$ cat config.mk
export PLATFORM = sky130hd
export DESIGN_NAME = csh_div
export DESIGN_NICKNAME = d
export VERILOG_FILES = /design/src/design/csh_div.sv
export SDC_FILE = /design/constraint.sdc
export NUM_CORES = 2
export LEC_CHECK = 0
export BUFFER_PORTS_ARGS = -buffer_cell sky130_fd_sc_hd__buf_2
export CAP_MARGIN = 10
export CELL_PAD_IN_SITES_DETAIL_PLACEMENT = 0
export CELL_PAD_IN_SITES_GLOBAL_PLACEMENT = 1
export CORE_MARGIN = 1
export CORE_UTILIZATION = 50
export CTS_CLUSTER_DIAMETER = 120
export DETAILED_ROUTE_END_ITERATION = 16
export PLACE_DENSITY = 0.89
export SLEW_MARGIN = 20
export SYNTH_ARGS = -nofsm -noshare
export SYNTH_HDL_FRONTEND = slang
export SYNTH_SLANG_ARGS = --single-unit
$ cat constraint.sdc
create_clock -name clk -period 4.2 [get_ports clk]
set_clock_uncertainty 0.15 [all_clocks]
set_input_delay 0.84 -clock clk [delete_from_list [all_inputs] [get_ports clk]]
set_output_delay 0.84 -clock clk [all_outputs]
set_load 0.05 [all_outputs]
$ cat src/design/csh_div.sv
`default_nettype none

module csh_div #(
  parameter int NW = 48,
  parameter int DW = 31,
  parameter int QB = 17
) (
  input  logic          clk,
  input  logic          en,
  input  logic [NW-1:0] num,
  input  logic [DW-1:0] den,
  output logic [QB-1:0] quo
);

  localparam int RW = (DW + QB > NW) ? DW + QB : NW;

  logic [RW-1:0] rem_r [QB];
  logic [DW-1:0] den_r [QB];
  logic [QB-1:0] quo_r [QB];

  // Restoring division, one quotient bit per stage from the top.
  for (genvar k = 0; k < QB; k++) begin : g_stage
    localparam int J = QB - 1 - k;
    logic [RW-1:0] rem_in;
    logic [DW-1:0] den_in;
    logic [QB-1:0] quo_in;
    logic [RW-1:0] sub;
    logic [RW-1:0] rem_nxt;
    logic [QB-1:0] quo_nxt;

    if (k == 0) begin : g_first
      assign rem_in = RW'(num);
      assign den_in = den;
      assign quo_in = '0;
    end else begin : g_next
      assign rem_in = rem_r[k-1];
      assign den_in = den_r[k-1];
      assign quo_in = quo_r[k-1];
    end

    always_comb begin
      sub     = RW'(den_in) << J;
      rem_nxt = rem_in;
      quo_nxt = quo_in;
      if (rem_in >= sub) begin
        rem_nxt    = rem_in - sub;
        quo_nxt[J] = 1'b1;
      end
    end

    always_ff @(posedge clk) begin
      if (en) begin
        rem_r[k] <= rem_nxt;
        den_r[k] <= den_in;
        quo_r[k] <= quo_nxt;
      end
    end
  end

  assign quo = quo_r[QB-1];

endmodule

`default_nettype wire

==> flow_summary.toml <==
[status]
status = "complete, no violations"

[cts]
clockRootBuffer = "clkbuf_16"
ctsLongestPathBuffers = 3
cts_inserted_buffers = 155
cts_hold_buf = 0
cts_max_level = 4
cts_tree = "yes"
clock_sinks = 1417
clock_latency_ps = 790
clkTransAtPathRegs_ps = 60

[yosys]
synth_edf_count = 1417
synthesis.instances = 7366
synth.net_count = 7990
ys_types = 90
synthTopCellsByCount = "edfxtp_1 (1417), inv_1 (695), nand2_1 (629), a21oi_1 (609), o21ai_0 (530)"
synth_most_common_cell = "edfxtp_1"
ys_seq_area_share_pct = 53.2
syn_area_um2 = 80000
synth_area_leaders = "edfxtp_1 (53%), ha_1 (8.2%), a21oi_1 (3.8%), xnor2_1 (3.4%), o21ai_0 (3.3%)"
synth_area_leader_cell = "edfxtp_1"
avgSynthCellArea_um2 = 10.9
synthDominantCellAreaShare_pct = 53.2
synthArstFlopShare_pct = 0
ys.warnings.count = 0
synth_seq_cells = 1417
ys.flop_type = "edfxtp_1"

[global_route]
grt_pass1_vias = 56276
grt_max_degree = 132
antenna_found_initial = 2
grt_usage_pct = 21.4
overflow = 0
grt_pass1_wl_um = 279000

[route]
wirelength_um = 174000
vias = 54989
via_per_inst = 5.59
ant_nets = 0
wl_per_cell_um = 17.7
drtIter0Drc = 2405
drc = 0
first_pass_iters = 5

[critical_path]
arrival_ps = 4420
path_class = "flip-flop to flip-flop"
cp-start-kind = "flip-flop"
setup.worst_path.end_class = "flip-flop"
crit_fanout = 6
required_ps = 4570

[min_path]
min_path_type = "input pin to flip-flop"

[layout]
layoutNonFillerInstCount = 9841
multiInputGateArea_um2 = 34200
drive_gt1_share_pct = 8.73
n_antenna_cell = 0
finalInstanceArea_um2 = 89400
areaGrowthSynthToFinish_pct = 11.8
fin_nets = 8275
nFillCells = 13241
seqCellArea_um2 = 42600

[floorplan]
io_pins = 98
core_area_um2 = 159000
dieArea_um2 = 162000
start_util_pct = 50.4
fp.dieW_um = 402
die_y_um = 402
rows = 146

[run]
drv_cap = 0

[sta]
tightest_slew_ps = 850
timing.final.ws_setup_ps = 153
fin_crit_sh_pct = 96.4
finalMaxSlewViolations = 0
relSlewSlack_pct = 43.4
fmax_ghz = 0.247
period_minus_slack_ps = 4050
final-hold-violation-count = 0
whs_ps = 91.8
setup_viol = 0

[placement]
dp_hpwl_um = 135000
placed_cells = 9564
gp_congestion = 0.958
placed_cell_area_um2 = 84500
io_buffers = 97
pre_cts_ws_ps = -19.7

[power]
ir_drop_mv = 0.460
p_per_area_nw_per_um2 = 674
p_total_mw = 60.2
leakage_nw = 35.9
final cells by class:
class / instances / share of cell area, %
tap: 2072 / 2.90
clock buffer: 198 / 4.52
clock inverter: 77 / 0.893
sequential: 1417 / 47.6
inverter: 699 / 2.94
timing repair buffer: 323 / 2.90
multi-input combinational: 5055 / 38.3
cell usage in the layout, fill, tap and decap left out, types with 21 or more instances in the layout:
cell type | Yosys | layout
edfxtp_1 | 1417 | 1417
inv_1 | 695 | 695
nand2_1 | 629 | 628
a21oi_1 | 609 | 607
o21ai_0 | 530 | 530
ha_1 | 527 | 527
nor2_1 | 444 | 443
a21o_1 | 325 | 325
xnor2_1 | 309 | 309
xor2_1 | 245 | 245
buf_4 | 0 | 194
clkbuf_16 | 0 | 155
nand3_1 | 123 | 123
nor3_1 | 105 | 105
nand4_1 | 100 | 100
buf_2 | 10 | 96
nor4_1 | 71 | 71
mux2_2 | 68 | 68
nor2b_1 | 67 | 67
o21a_1 | 68 | 67
nand2b_1 | 67 | 67
o21bai_1 | 59 | 58
o31ai_1 | 58 | 58
a211oi_1 | 55 | 52
and3_1 | 47 | 47
a31oi_1 | 44 | 44
clkbuf_1 | 162 | 43
o211ai_1 | 36 | 36
or3_1 | 35 | 34
clkinv_1 | 0 | 32
buf_12 | 0 | 32
or2_2 | 30 | 31
and2_1 | 25 | 25
or4_1 | 22 | 22
a211o_1 | 21 | 21
sequential cells by signal (all words and copies together) (netlist names):
signal / flops
den_r: 496
quo_r: 153
rem_r: 768
where the power goes:
| part | internal, mW | switching [mW] |
|---|---|---|
| combinational | 10.8 | 14.2 |
| clock | 7.41 | 5.54 |
| sequential | 20.3 | 1.94 |
| total | 38.6 | 21.7 |
through the flow:
stage | setup TNS [ps] | util (%)
floorplan | 0 | -
global placement | -8.56 | 53.3
detailed placement | -29.1 | 53.3
CTS | 0 | 56.3
global route | -11.2 | 56.4
finish | 0 | 56.4
cells by family after synthesis:
kind of cell | after synthesis | share of synthesized area [%]
buf+inv | 894 | 4.21
compound gates | 2022 | 15.7
xor+xnor | 554 | 6.07
simple gates | 1862 | 11.1
fa+ha+maj | 543 | 8.64
flops | 1417 | 53.2
mux | 74 | 1.03
worst max-delay path, cell delays in order (launching register included):
cell and delay, ps:
edfxtp_1 420, ha_1 410, and3_1 260, a221oi_1 520, o21ai_0 190, o21ba_2 340
o31ai_1 150, a211o_1 340, a31o_2 300, a211oi_2 300, buf_4 180, nand3b_1 90
xnor2_1 150
metal layers:
metal | vias up | track usage, % | wire length, µm
met5 | - | 0 | 0
met4 | 0 | 13.7 | 11700
met3 | 555 | 2.63 | 4780
met2 | 1166 | 42.9 | 96200
met1 | 25692 | 20.0 | 61200
li1 | 27576 | - | -
timing repair:
item | 4_1_cts | 5_1_grt
pin swaps | 0 | 1
setup endpoints to repair | 1 | 104
buffers inserted | 0 | 2
resized for setup | 1 | 13
final timing paths:
| path | from | endpoint | slack, ps | cells past startpoint |
|---|---|---|---|---|
| worst max register to register | rem_r[0][499] | rem_r[0][573] | 150 | 12 |
| worst max-delay path | rem_r[0][499] | rem_r[0][573] | 150 | 12 |
| worst min-delay path | den[27] | den_r[0][27] | 90 | 1 |
| worst min register to register | quo_r[0][133] | quo_r[1][14] | 260 | 0 |
(Power assumes the default switching activity.)
